--- config.mk ---
export PLATFORM = sky130hd
export DESIGN_NAME = tcd_ctrl
export DESIGN_NICKNAME = d
export VERILOG_FILES = /design/src/design/tcd_pkg.sv /design/src/design/tcd_ctrl.sv
export SDC_FILE = /design/constraint.sdc
export NUM_CORES = 1
export LEC_CHECK = 0
export ABC_CLOCK_PERIOD_IN_PS = 1900
export BUFFER_PORTS_ARGS = -buffer_cell sky130_fd_sc_hd__buf_4
export CAP_MARGIN = 0
export CORE_MARGIN = 2
export CORE_UTILIZATION = 30
export DETAILED_ROUTE_END_ITERATION = 8
export SYNTH_ARGS = -nofsm -noshare
export SYNTH_HDL_FRONTEND = slang
export SYNTH_SLANG_ARGS = --single-unit
--- constraint.sdc ---
create_clock -name clk_i -period 1.9 [get_ports clk_i]
set_input_delay 0.19 -clock clk_i [delete_from_list [all_inputs] [get_ports clk_i]]
set_output_delay 0.19 -clock clk_i [all_outputs]
set_load 0.03 [all_outputs]
--- src/design/tcd_pkg.sv ---
`timescale 1ns / 1ps
package tcd_pkg;

  localparam int ADDR_W     = 64;
  localparam int TAG_W      = 52;
  localparam int MSG_TOK_W  = 8;
  localparam int SRC_W      = 8;
  localparam int CFG_IDX_W  = 2;
  localparam int CFG_DATA_W = 8;

  typedef enum logic [1:0] {
    CMD_FETCH      = 2'd0,
    CMD_ACQUIRE    = 2'd1,
    CMD_EVICT      = 2'd2,
    CMD_LOCAL_NOTE = 2'd3
  } cmd_e;

  typedef enum logic [1:0] {
    DEST_UPPER    = 2'd0,
    DEST_LOWER    = 2'd1,
    DEST_CONSUMED = 2'd2
  } dest_e;

  typedef enum logic [1:0] {
    CFG_FIRST_CACHE = 2'd0,
    CFG_GROUP_SIZE  = 2'd1,
    CFG_LINE_LOG2   = 2'd2
  } cfg_idx_e;

  typedef struct packed {
    logic [1:0]           cmd;
    logic                 from_upper;
    logic [ADDR_W-1:0]    address;
    logic [MSG_TOK_W-1:0] token_count;
    logic                 is_transient;
    logic [SRC_W-1:0]     source_cache;
    logic                 ignore_in;
    logic                 upper_has_room;
  } msg_t;

  typedef struct packed {
    logic [1:0]           destination;
    logic [1:0]           out_type;
    logic [ADDR_W-1:0]    out_address;
    logic [MSG_TOK_W-1:0] out_tokens;
    logic                 out_transient;
    logic [SRC_W-1:0]     out_source;
    logic                 out_ignore;
    logic                 fault;
  } res_t;

  typedef struct packed {
    logic rd_en;
    logic commit;
    logic clear;
  } ctrl_t;

endpackage

--- src/design/tcd_ctrl.sv ---
`timescale 1ns / 1ps
module tcd_ctrl #(
  parameter int NUM_SETS = 64,
  parameter int SET_IW   = 6
) (
  input  logic              clk_i,
  input  logic              rst_ni,
  input  logic              in_valid_i,
  output logic              in_ready_o,
  output logic              out_valid_o,
  input  logic              out_ready_i,
  output tcd_pkg::ctrl_t    ctrl_o,
  output logic [SET_IW-1:0] clr_addr_o
);
  import tcd_pkg::*;

  typedef enum logic [1:0] {
    ST_CLEAR,
    ST_IDLE,
    ST_EXEC
  } state_e;

  state_e            state_q;
  logic [SET_IW-1:0] clr_q;
  logic              out_valid_q;
  logic              out_free;

  always_comb begin
    out_free      = !out_valid_q || out_ready_i;
    in_ready_o    = (state_q == ST_IDLE);
    ctrl_o.rd_en  = (state_q == ST_IDLE) && in_valid_i;
    ctrl_o.commit = (state_q == ST_EXEC) && out_free;
    ctrl_o.clear  = (state_q == ST_CLEAR);
  end

  assign out_valid_o = out_valid_q;
  assign clr_addr_o  = clr_q;

  always_ff @(posedge clk_i or negedge rst_ni) begin
    if (!rst_ni) begin
      state_q     <= ST_CLEAR;
      clr_q       <= '0;
      out_valid_q <= 1'b0;
    end else begin
      case (state_q)
        ST_CLEAR: begin
          if (clr_q == SET_IW'(NUM_SETS - 1)) begin
            state_q <= ST_IDLE;
          end else begin
            clr_q <= clr_q + 1'b1;
          end
        end
        ST_IDLE: begin
          if (in_valid_i) begin
            state_q <= ST_EXEC;
          end
        end
        ST_EXEC: begin
          if (out_free) begin
            state_q <= ST_IDLE;
          end
        end
        default: state_q <= ST_IDLE;
      endcase
      if (ctrl_o.commit) begin
        out_valid_q <= 1'b1;
      end else if (out_ready_i) begin
        out_valid_q <= 1'b0;
      end
    end
  end

endmodule

==> Yosys cells after proc, flatten, opt, wreduce, memory -nomap -nowiden <==
Index checks and enable logic that the tools add are counted.
{ "op_classes": {"addsub": 1, "n_eq_ne": 6, "muxes": 6, "bitwise_logic": 1, "n_reduce_logical": 8} }
{ "op_table": {"columns": ["cell", "count"], "rows": [
  ["6-bit by 1-bit adder with 6-bit output (second input constant)", 1],
  ["6-bit == test (second input constant)", 1],
  ["2-bit two-way mux", 3],
  ["2-bit case mux with 3 select lines", 1],
  ["2-bit != test (second input constant)", 2],
  ["3-bit AND reduction", 1],
  ["2-bit by 1-bit == test with 1-bit output (second input constant)", 1],
  ["2-bit == test (second input constant)", 1],
  ["1-bit logical AND", 2],
  ["2-bit logical NOT", 1],
  ["1-bit two-way mux", 2],
  ["2-bit by 1-bit != test with 1-bit output (second input constant)", 1],
  ["2-bit AND reduction", 1],
  ["2-bit nonzero test", 1],
  ["1-bit logical NOT", 1],
  ["1-bit logical OR", 1],
  ["1-bit inverter", 1]
]} }
{ "word_totals": {"input_bits": 4, "output_inout_bits": 11, "elab_cells": 25, "reg_bits": 9} }

==> Logic depth before layout (Yosys ltp) <==
Gate-level depths: netlist of the first run.
{ "depth": {"ltp_word": 4, "mapped_depth": 4} }

==> Worst setup path after synthesis of the first run <==
OpenSTA, ideal clock, no wires.
{ "synth_path": {"kind": "flip-flop to flip-flop", "from": "register clr_q[0], in the netlist clr_addr_o[0]", "to": "register clr_q[1], in the netlist clr_addr_o[1]", "period_less_slack_ns": 1.524, "t_arrival_ns": 1.399, "path_buffers": 0, "path_slack_ns": 0.376, "setup_time_ns": 0.125, "stages_incl_launch_ff": 5, "required_time_ns": 1.775, "path_cell_list": "dfrtp_1 ha_1 nand2_1 o21ai_2 mux2_4"} }
{ "synth_between": {"elab_chain_len": 3} }
{ "synth_rtl": {"columns": ["item", "line_no", "rtl"], "rows": [
  ["start: declaration", "tcd_ctrl.sv:24", "logic [SET_IW-1:0] clr_q;"],
  ["start signal: assignment", "tcd_ctrl.sv:50", "clr_q <= clr_q + 1'b1;"],
  ["branches (longest 3 deep; another with 6-bit by 1-bit adder with 6-bit output)", null, null]
]} }
Several ways; the timed one is not identified.
A chain may end at the register's enable or synchronous reset.

==> Worst setup path in the final report of the first run <==
Same ends and word-level chain as after synthesis.

==> results of run 1 <==
==> flip-flops by register name, summed over array words and instances (netlist names) <==
name,count
out_valid_o,1
clr_addr_o,6
state_q,2
==> layer usage <==
metal	wire (um)	vias to the layer above	track usage (%)
li1	-	179	-
met1	368	160	13.9
met2	363	10	15.1
met3	52	5	7.76
met4	21	0	7.50
met5	0	-	0
==> logic make-up (layout without fill, tap and decap cells) <==
group	count (synthesis)	after routing
AOI/OAI and AO/OA	6	6
xor gates and xnor gates	2	2
adders and majority gates	1	1
buffers and inverters	0	19
DFF	9	9
muxes	3	3
and+or+nand+nor	18	18
==> per-stage QoR <==
step           hold slack [ps]  util (%)  std cells
2_1_floorplan             -106         -         39
3_3_place_gp              21.1      42.2         68
3_5_place_dp              21.4      42.2         68
4_1_cts                    211      44.9         73
5_1_grt                    225      44.9         73
6_report                   217      44.9         73
==> layout by cell type (no fill, tap or decap), drive strengths merged, types with 2 or more instances in the layout <==
cell,instances
a21oi,3
and3,2
buf,14
clkbuf,4
dfrtp,9
mux2,3
nand2,3
nand2b,3
nand3,3
nand4,2
nor2,2
o21ai,2
xnor2,2
==> final cells by class <==
class                   instances  area share [%]
clock buffers                   4            4.34
multi-input cells              30            36.4
flip-flops and latches          9            37.2
well taps                      15            3.10
repair buffers                 15            19.0
==> worst paths after layout <==
check	start	endpoint	slack, ps	cells after the start
worst min register to register	out_valid_o	out_valid_o	520	2
max in group asynchronous	rst_ni	clr_addr_o[0]	1470	2
worst max register to register	clr_addr_o[0]	clr_addr_o[1]	510	4
worst min-delay path	out_ready_i	out_valid_o	220	3
worst max-delay path	clr_addr_o[0]	clr_addr_o[1]	510	4
min in group asynchronous	rst_ni	clr_addr_o[5]	290	2
==> repair_timing <==
action | CTS | global route
buffers inserted | 0 | 0
hold buffers | 1 | 0
endpoints found under the hold margin | 9 | 0
==> power groups by stage <==
stage | Combinational, mW | Sequential [mW] | Clock [mW]
after floorplan | 0.358 | 0.529 | 0
after global placement | 0.718 | 0.404 | 0
after detailed placement | 0.723 | 0.404 | 0
after CTS | 0.726 | 0.402 | 0.152
after global routing | 0.776 | 0.425 | 0.167
final | 0.716 | 0.401 | 0.145
==> worst register-to-register path, stage by stage (launching register included) <==
cell     delay, ps
dfrtp_1        400
ha_1           260
nand2_1        120
o21ai_2        180
mux2_4         320
==> flow_metrics.py, run 1 <==
metrics = {
    "timing": {
        "max_freq_mhz": 721,
        "max_slew_margin_pct": 85.7,
        "setup_viol": 0,
        "fin_crit_ps": 1390,
        "hold_violations": 0,
        "setup_tns_ps": 0,
        "drv_slew": 0,
        "finClkSkew_ps": 5.50,
        "rsz0062_at_grt": "false",
        "setup_ws_ps": 513,
        "worst_pin_slew_ps": 214,
        "fin_crit_sh_pct": 73.0,
    },
    "synthesis": {
        "yosysMostFrequentCell": "dfrtp_1",
        "synthTopCellsByCount": "9 x dfrtp_1, 3 x a21oi_1, 3 x nand2_1, 3 x nand2b_1, 3 x nand3_1",
        "async_flop_share_pct": 100,
        "ys.warnings.count": 0,
        "synthAdderAreaFrac_pct": 2.81,
        "syn_area_um2": 445,
        "synth_compound_area_share_pct": 7.87,
        "synth.avg_cell_area_um2": 11.4,
        "yosys.area_share.simple_pct": 25.6,
        "synth.distinct_cells": 21,
        "synth_top_flop_cell": "dfrtp_1",
        "synth_area_leaders": "dfrtp_1 51%, mux2_4 6.7%, nand2b_1 4.2%",
        "synthMuxAreaShare_pct": 9.27,
        "synth.ff_latch_count": 9,
        "synth_edf_count": 0,
        "synth_nets": 44,
        "synth-xor-area-share_pct": 3.93,
        "synth_top_family_by_area": "simple AND/OR/NAND/NOR gates",
        "yosysTopAreaCellShare_pct": 50.6,
        "ys_seq_area_share_pct": 50.6,
        "syn_inst": 39,
        "synth_top_area_cell": "dfrtp_1",
    },
    "global_routing": {
        "grt_max_degree": 10,
        "grt_pass1_vias": 334,
        "antenna_found_initial": 0,
        "track_usage_pct": 11.7,
        "grt_remaining_overflow": 0,
        "grt_pass1_wl_mm": 1.47,
    },
    "route": {
        "vias_per_cell": 4.85,
        "vias": 354,
        "drt-pass1-iter-count": 4,
        "drtIter0Drc": 2,
        "wl_per_cell_um": 11.0,
        "remaining_drc_errors": 0,
        "ant_nets": 0,
        "routed_wl_um": 805,
    },
    "worst_setup_path": {
        "worst_path_max_delay_cell": "dfrtp_1",
        "cp.required_ps": 2040,
        "crit_path_end_kind": "register",
        "critPathBufInv": 0,
        "worstPathCellList": "ha_1 -> nand2_1 -> o21ai_2 -> mux2_4",
        "start_kind": "register",
        "cp.arrival_ps": 1530,
        "critPathMaxFanout": 5,
        "crit_type": "register to register",
        "crit_family": "flip-flops",
        "cpPeakStageDelay_ps": 400,
    },
    "floorplanning": {
        "dieHeight_um": 42.5,
        "dieArea_um2": 1810,
        "row_count": 13,
        "core_area_um2": 1350,
        "ios": 15,
        "start_util_pct": 33.0,
        "die_x_um": 42.5,
    },
    "layout": {
        "diodes": 0,
        "n_fill_cell": 139,
        "synthToLayoutAreaGrowth_pct": 36.0,
        "nNetsFinal": 64,
        "multi_input_area_um2": 220,
        "regArea_um2": 225,
        "drive_above_1_share_pct": 41.4,
        "fin_area_um2": 606,
    },
    "worst_hold_path": {
        "min_path_type": "input port to register",
    },
    "power": {
        "p_sw_uw": 587,
        "clkPwrFrac_pct": 11.5,
        "leakagePower_nw": 0.293,
        "p_per_area_nw_per_um2": 2080,
        "switching_share_pct": 46.5,
        "p_int_uw": 675,
        "power.total_mw": 1.26,
        "seq_power_share_pct": 31.8,
        "peakVddDrop_mv": 0.894,
        "p_comb_share_pct": 56.7,
    },
    "clocking": {
        "cts_root_buffer": "clkbuf_4",
        "cts_tree": "yes",
        "htree_levels": 1,
        "clockBufferDepth": 2,
        "clk_latency_ps": 260,
        "ctsResizeCount": 0,
        "clk_pin_slew_ps": 60,
        "clock-sinks": 9,
        "numCtsBuffers": 3,
    },
    "outcome": {
        "status": "finished, final reports clean",
    },
    "placement": {
        "place.gp.congestion": 0.714,
        "dpl-instance-area_um2": 569,
        "hpwl_um": 625,
        "io_buffer_count": 14,
        "dp_slack_ps": 516,
    },
    "run": {
        "drv_cap": 0,
    },
}
Power figures use the tool's default switching activity.
==> run 2, diff against run 1 <==
ABC_CLOCK_PERIOD_IN_PS = 1150   (was 1900)
clock period = 1.15 ns   (was 1.9 ns; I/O delays follow)
==> run 2 against run 1 <==
The run now ends with setup timing left. Final area up 37%. Total power is 130% higher. Critical path depth unchanged. Register-to-register slack got worse by 600 ps. Clock skew shrank 1.2 ps. Sequential cell count did not move. Wire length rose by 45%. Non-clock buffer count rose by 16. Clock power up 74%. Count of clock-buffer cells in the layout unchanged. Largest cell class is now multi-input combinational cells. Highest routed layer unchanged.
==> flow_metrics.py, run 2 (synthesis results as in run 1) <==
metrics = {
    "clocking": {
        "clock-sinks": 9,
        "numCtsBuffers": 3,
        "cts_root_buffer": "clkbuf_4",
        "cts_tree": "yes",
        "clk_latency_ps": 260,
        "htree_levels": 1,
        "clockBufferDepth": 2,
        "clk_pin_slew_ps": 60,
    },
    "timing": {
        "max_freq_mhz": 770,
        "finClkSkew_ps": 4.31,
        "rsz0062_at_grt": "true",
        "setup_ws_ps": -149,
        "fin_crit_ps": 1300,
        "drv_slew": 0,
        "hold_violations": 0,
        "whs_ps": 175,
        "setup_viol": 8,
        "max_slew_margin_pct": 85.3,
        "fin_crit_sh_pct": 113,
        "worst_pin_slew_ps": 220,
    },
    "route": {
        "remaining_drc_errors": 0,
        "drtIter0Drc": 6,
        "routed_wl_mm": 1.17,
        "drt-pass1-iter-count": 4,
        "vias_per_cell": 4.72,
        "ant_nets": 0,
        "wl_per_cell_um": 13.2,
        "vias": 420,
    },
    "layout": {
        "largest_reg_flops": 6,
        "drive_above_1_share_pct": 68.9,
        "n_fill_cell": 115,
        "layoutNonFillerInstCount": 89,
        "layout_commonest_cell": "buf_4",
        "diodes": 0,
        "nNetsFinal": 80,
        "regArea_um2": 230,
        "multi_input_area_um2": 287,
        "final_util_pct": 61.5,
        "layout_common_cells": "21 x buf_4, 9 x buf_6, 5 x dfrtp_1",
        "synthToLayoutAreaGrowth_pct": 86.5,
    },
    "worst_setup_path": {
        "start_kind": "register",
        "critPathBufInv": 2,
        "cp.required_ps": 1030,
        "ff2ff_path_depth": 4,
        "cpPeakStageDelay_ps": 420,
        "crit_path_frequent_cell": "buf_6",
        "crit_type": "register to output pin",
        "cp.depth": 4,
        "crit_family": "flip-flops",
        "crit_path_end_kind": "output pin",
        "critPathMaxFanout": 3,
        "cp.arrival_ps": 1180,
        "worstPathCellList": "buf_6 -> nand2b_4 -> nor2b_4 -> buf_6",
        "worst_path_max_delay_cell": "dfrtp_1",
    },
    "placement": {
        "hpwl_um": 767,
        "io_buffer_count": 14,
        "place_inst": 80,
        "place.gp.congestion": 0.760,
    },
    "floorplanning": {
        "core_area_um2": 1350,
        "ios": 15,
        "dieArea_um2": 1810,
        "row_count": 13,
        "start_util_pct": 33.0,
        "dieHeight_um": 42.5,
        "die_x_um": 42.5,
    },
    "worst_hold_path": {
        "min_path_cells": 3,
        "min_path_type": "input port to register",
    },
    "global_routing": {
        "grt_pass1_wl_mm": 1.81,
        "grt_max_degree": 10,
        "track_usage_pct": 13.9,
        "grt_remaining_overflow": 0,
        "antenna_found_initial": 0,
        "grt_pass1_vias": 425,
    },
    "run": {
        "drv_cap": 0,
    },
    "power": {
        "power.total_mw": 2.88,
        "p_per_area_nw_per_um2": 3470,
        "peakVddDrop_mv": 1.54,
        "leakagePower_nw": 0.407,
    },
    "outcome": {
        "status": "finished, violations left",
        "violations": "setup timing",
    },
}
[run 2: changes by cell type in the layout (fill, tap and decap cells not counted), sizes merged]
cell,delta
buf,+16
[run 2: where the power goes]
part	switching [mW]	internal [mW]	total (mW)
registers	0.145	0.485	0.631
clock network	0.118	0.134	0.252
logic	0.966	1.03	2.00
total	1.23	1.65	2.88
[run 2: area by class of cell]
| type | instances | share of cell area, % |
|---|---|---|
| multi-input combinational | 30 | 34.5 |
| timing repair buffer | 31 | 32.4 |
| clock buffer | 4 | 3.16 |
| tap | 15 | 2.26 |
| sequential | 9 | 27.7 |
[run 2: timing repair]
action                     in CTS  in global routing
gates resized for setup        11                  6
hold buffers                    1                  0
buffers inserted                4                  0
hold endpoints to repair        9                  0
setup endpoints to repair       7                 11
pin swaps                       4                  3
[run 2: worst reg2reg max path, stage by stage, from the launching register on]
cell     delay (ps)
dfrtp_1         420
nor2_4          160
buf_6           140
nand4_2         110
mux2_4          300
[run 2: metal layers]
metal / global-route usage [%] / vias to the layer above / wire [um]
li1: - / 208 / -
met4: 5.63 / 0 / 10
met1: 15.8 / 197 / 469
met5: 0 / - / 0
met3: 5.60 / 2 / 72
met2: 23.1 / 13 / 618
[run 2: worst paths after layout]
| kind | to | slack [ps] | startpoint |
|---|---|---|---|
| max | ctrl_o[1] | -150 | state_q[0] |
| min in group asynchronous | clr_addr_o[5] | 210 | rst_ni |
| max in group asynchronous | clr_addr_o[1] | 790 | rst_ni |
| max reg2reg | clr_addr_o[4] | -90 | state_q[1] |
| min reg2reg | out_valid_o | 550 | out_valid_o |
| min | out_valid_o | 180 | out_ready_i |
[run 2: stage by stage]
step,setup TNS [ps],setup slack (ps),instance area [um2]
after floorplan,-422,-200,477
after global placement,-64.2,-64.2,691
after detailed placement,-116,-98.9,691
after CTS,-556,-160,803
after global routing,-1050,-180,831
final,-667,-149,831
==> run 3, diff against run 2 <==
TNS_END_PERCENT = 1   (was not set)
==> run 3 against run 2 <==
The run still ends with setup timing left. Cell count decreased by 3.4%. Register-to-register slack improved by 20 ps. Sequential cell count unchanged. Wire length decreased by 9.3%. Die area unchanged. First-iteration DRC count decreased by 33%. Count of clock-buffer cells in the layout unchanged. Highest routed layer unchanged.
==> flow_metrics.py, run 3 (synthesis results as in run 1) <==
metrics = {
    "outcome": {
        "status": "finished, violations left",
        "violations": "setup timing",
    },
    "route": {
        "wl_per_cell_um": 12.3,
        "drt-pass1-iter-count": 4,
        "vias": 412,
        "vias_per_cell": 4.79,
        "remaining_drc_errors": 0,
        "routed_wl_mm": 1.06,
        "drtIter0Drc": 4,
        "ant_nets": 0,
    },
    "worst_setup_path": {
        "crit_type": "register to output pin",
        "worst_path_max_delay_cell": "dfrtp_1",
        "cpPeakStageDelay_ps": 400,
        "crit_path_end_kind": "output pin",
        "start_kind": "register",
        "worstPathCellList": "buf_6 -> and2b_2 -> buf_6",
        "cp.arrival_ps": 1130,
        "crit_path_frequent_cell": "buf_6",
        "critPathMaxFanout": 4,
        "cp.required_ps": 1030,
    },
    "clocking": {
        "clk_latency_ps": 260,
        "clk_pin_slew_ps": 60,
        "cts_tree": "yes",
        "clockBufferDepth": 2,
        "clock-sinks": 9,
        "cts_root_buffer": "clkbuf_4",
        "numCtsBuffers": 3,
        "htree_levels": 1,
    },
    "layout": {
        "layout_commonest_cell": "buf_4",
        "nNetsFinal": 77,
        "fin_area_um2": 776,
        "n_fill_cell": 128,
        "synthToLayoutAreaGrowth_pct": 74.2,
        "layoutNonFillerInstCount": 86,
        "diodes": 0,
        "largest_reg_flops": 6,
        "drive_above_1_share_pct": 67.6,
        "layout_common_cells": "22 x buf_4, 6 x dfrtp_1, 5 x buf_6",
    },
    "global_routing": {
        "antenna_found_initial": 0,
        "grt_pass1_wl_mm": 1.79,
        "grt_max_degree": 10,
        "grt_remaining_overflow": 0,
        "track_usage_pct": 13.2,
        "grt_pass1_vias": 410,
    },
    "power": {
        "p_int_mw": 1.57,
        "p_sw_mw": 1.15,
        "p_comb_share_pct": 67.7,
        "p_per_area_nw_per_um2": 3500,
        "seq_power_share_pct": 23.3,
        "peakVddDrop_mv": 1.56,
        "clkPwrFrac_pct": 9.1,
        "switching_share_pct": 42.1,
        "leakagePower_nw": 0.385,
    },
    "timing": {
        "setup_tns_ps": -420,
        "fin_crit_ps": 1250,
        "max_freq_mhz": 801,
        "fin_crit_sh_pct": 109,
        "worst_pin_slew_ps": 208,
        "whs_ps": 171,
        "drv_slew": 0,
        "setup_viol": 7,
        "finClkSkew_ps": 3.95,
        "hold_violations": 0,
        "max_slew_margin_pct": 86.2,
        "setup_ws_ps": -98.1,
        "rsz0062_at_grt": "true",
    },
    "floorplanning": {
        "start_util_pct": 33.0,
        "dieHeight_um": 42.5,
        "ios": 15,
        "core_area_um2": 1350,
        "dieArea_um2": 1810,
        "die_x_um": 42.5,
        "row_count": 13,
    },
    "run": {
        "drv_cap": 0,
    },
    "placement": {
        "hpwl_um": 799,
        "dpl-instance-area_um2": 671,
        "io_buffer_count": 14,
        "place_inst": 79,
        "place.gp.congestion": 0.767,
    },
    "worst_hold_path": {
        "min_path_type": "input port to register",
    },
}
-- run 3: repair_timing --
item	CTS	global route
setup endpoints to repair	8	9
pin swaps	4	1
hold buffers	1	0
endpoints found under the hold margin	9	0
resized for setup	5	7
setup buffers	2	0
-- run 3: metrics by stage --
step	total power, mW	setup slack, ps	utilization, %
4_1_cts	2.63	-114	55.1
3_5_place_dp	2.23	-108	49.7
2_1_floorplan	1.53	-200	-
3_3_place_gp	2.19	-63.1	49.7
6_report	2.72	-98.1	57.5
5_1_grt	2.90	-149	57.5
-- run 3: area by class of cell --
cell class | instances | area (um2) | share of cell area [%]
Multi-Input combinational cell | 30 | 270 | 34.8
Timing Repair Buffer | 28 | 231 | 29.8
Sequential cell | 9 | 229 | 29.5
Clock buffer | 4 | 26.3 | 3.39
Tap cell | 15 | 18.8 | 2.42
-- run 3: power groups by stage --
stage                     clock network (mW)  logic, mW  registers [mW]
after CTS                              0.256       1.74           0.636
after floorplan                            0      0.621           0.905
after detailed placement                   0       1.59           0.637
after global placement                     0       1.56           0.625
after global routing                   0.273       1.98           0.652
final                                  0.246       1.84           0.632
-- run 3: path summary, 6_finish.rpt --
path | start | slack, ps | to | depth (start not counted)
worst max-delay path | state_q[1] | -100 | in_ready_o | 3
worst min-delay path | out_ready_i | 170 | out_valid_o | 3
worst max register to register | clr_addr_o[1] | -70 | clr_addr_o[1] | 4
worst min register to register | clr_addr_o[5] | 550 | clr_addr_o[5] | 1
max in group asynchronous | rst_ni | 790 | clr_addr_o[0] | 2
min in group asynchronous | rst_ni | 210 | clr_addr_o[4] | 2
-- run 3: critical path, delay by kind of cell (launching register included) --
family / cells / cell delay [ps]
and+or+nand+nor: 1 / 210
buffers and inverters: 2 / 260
DFF: 1 / 400
-- run 3: layer usage --
metal	track usage [%]	vias to the layer above	wire length [um]
li1	-	203	-
met1	16.4	195	442
met2	20.9	12	548
met3	3.02	2	56
met4	7.50	0	14
met5	0	-	0
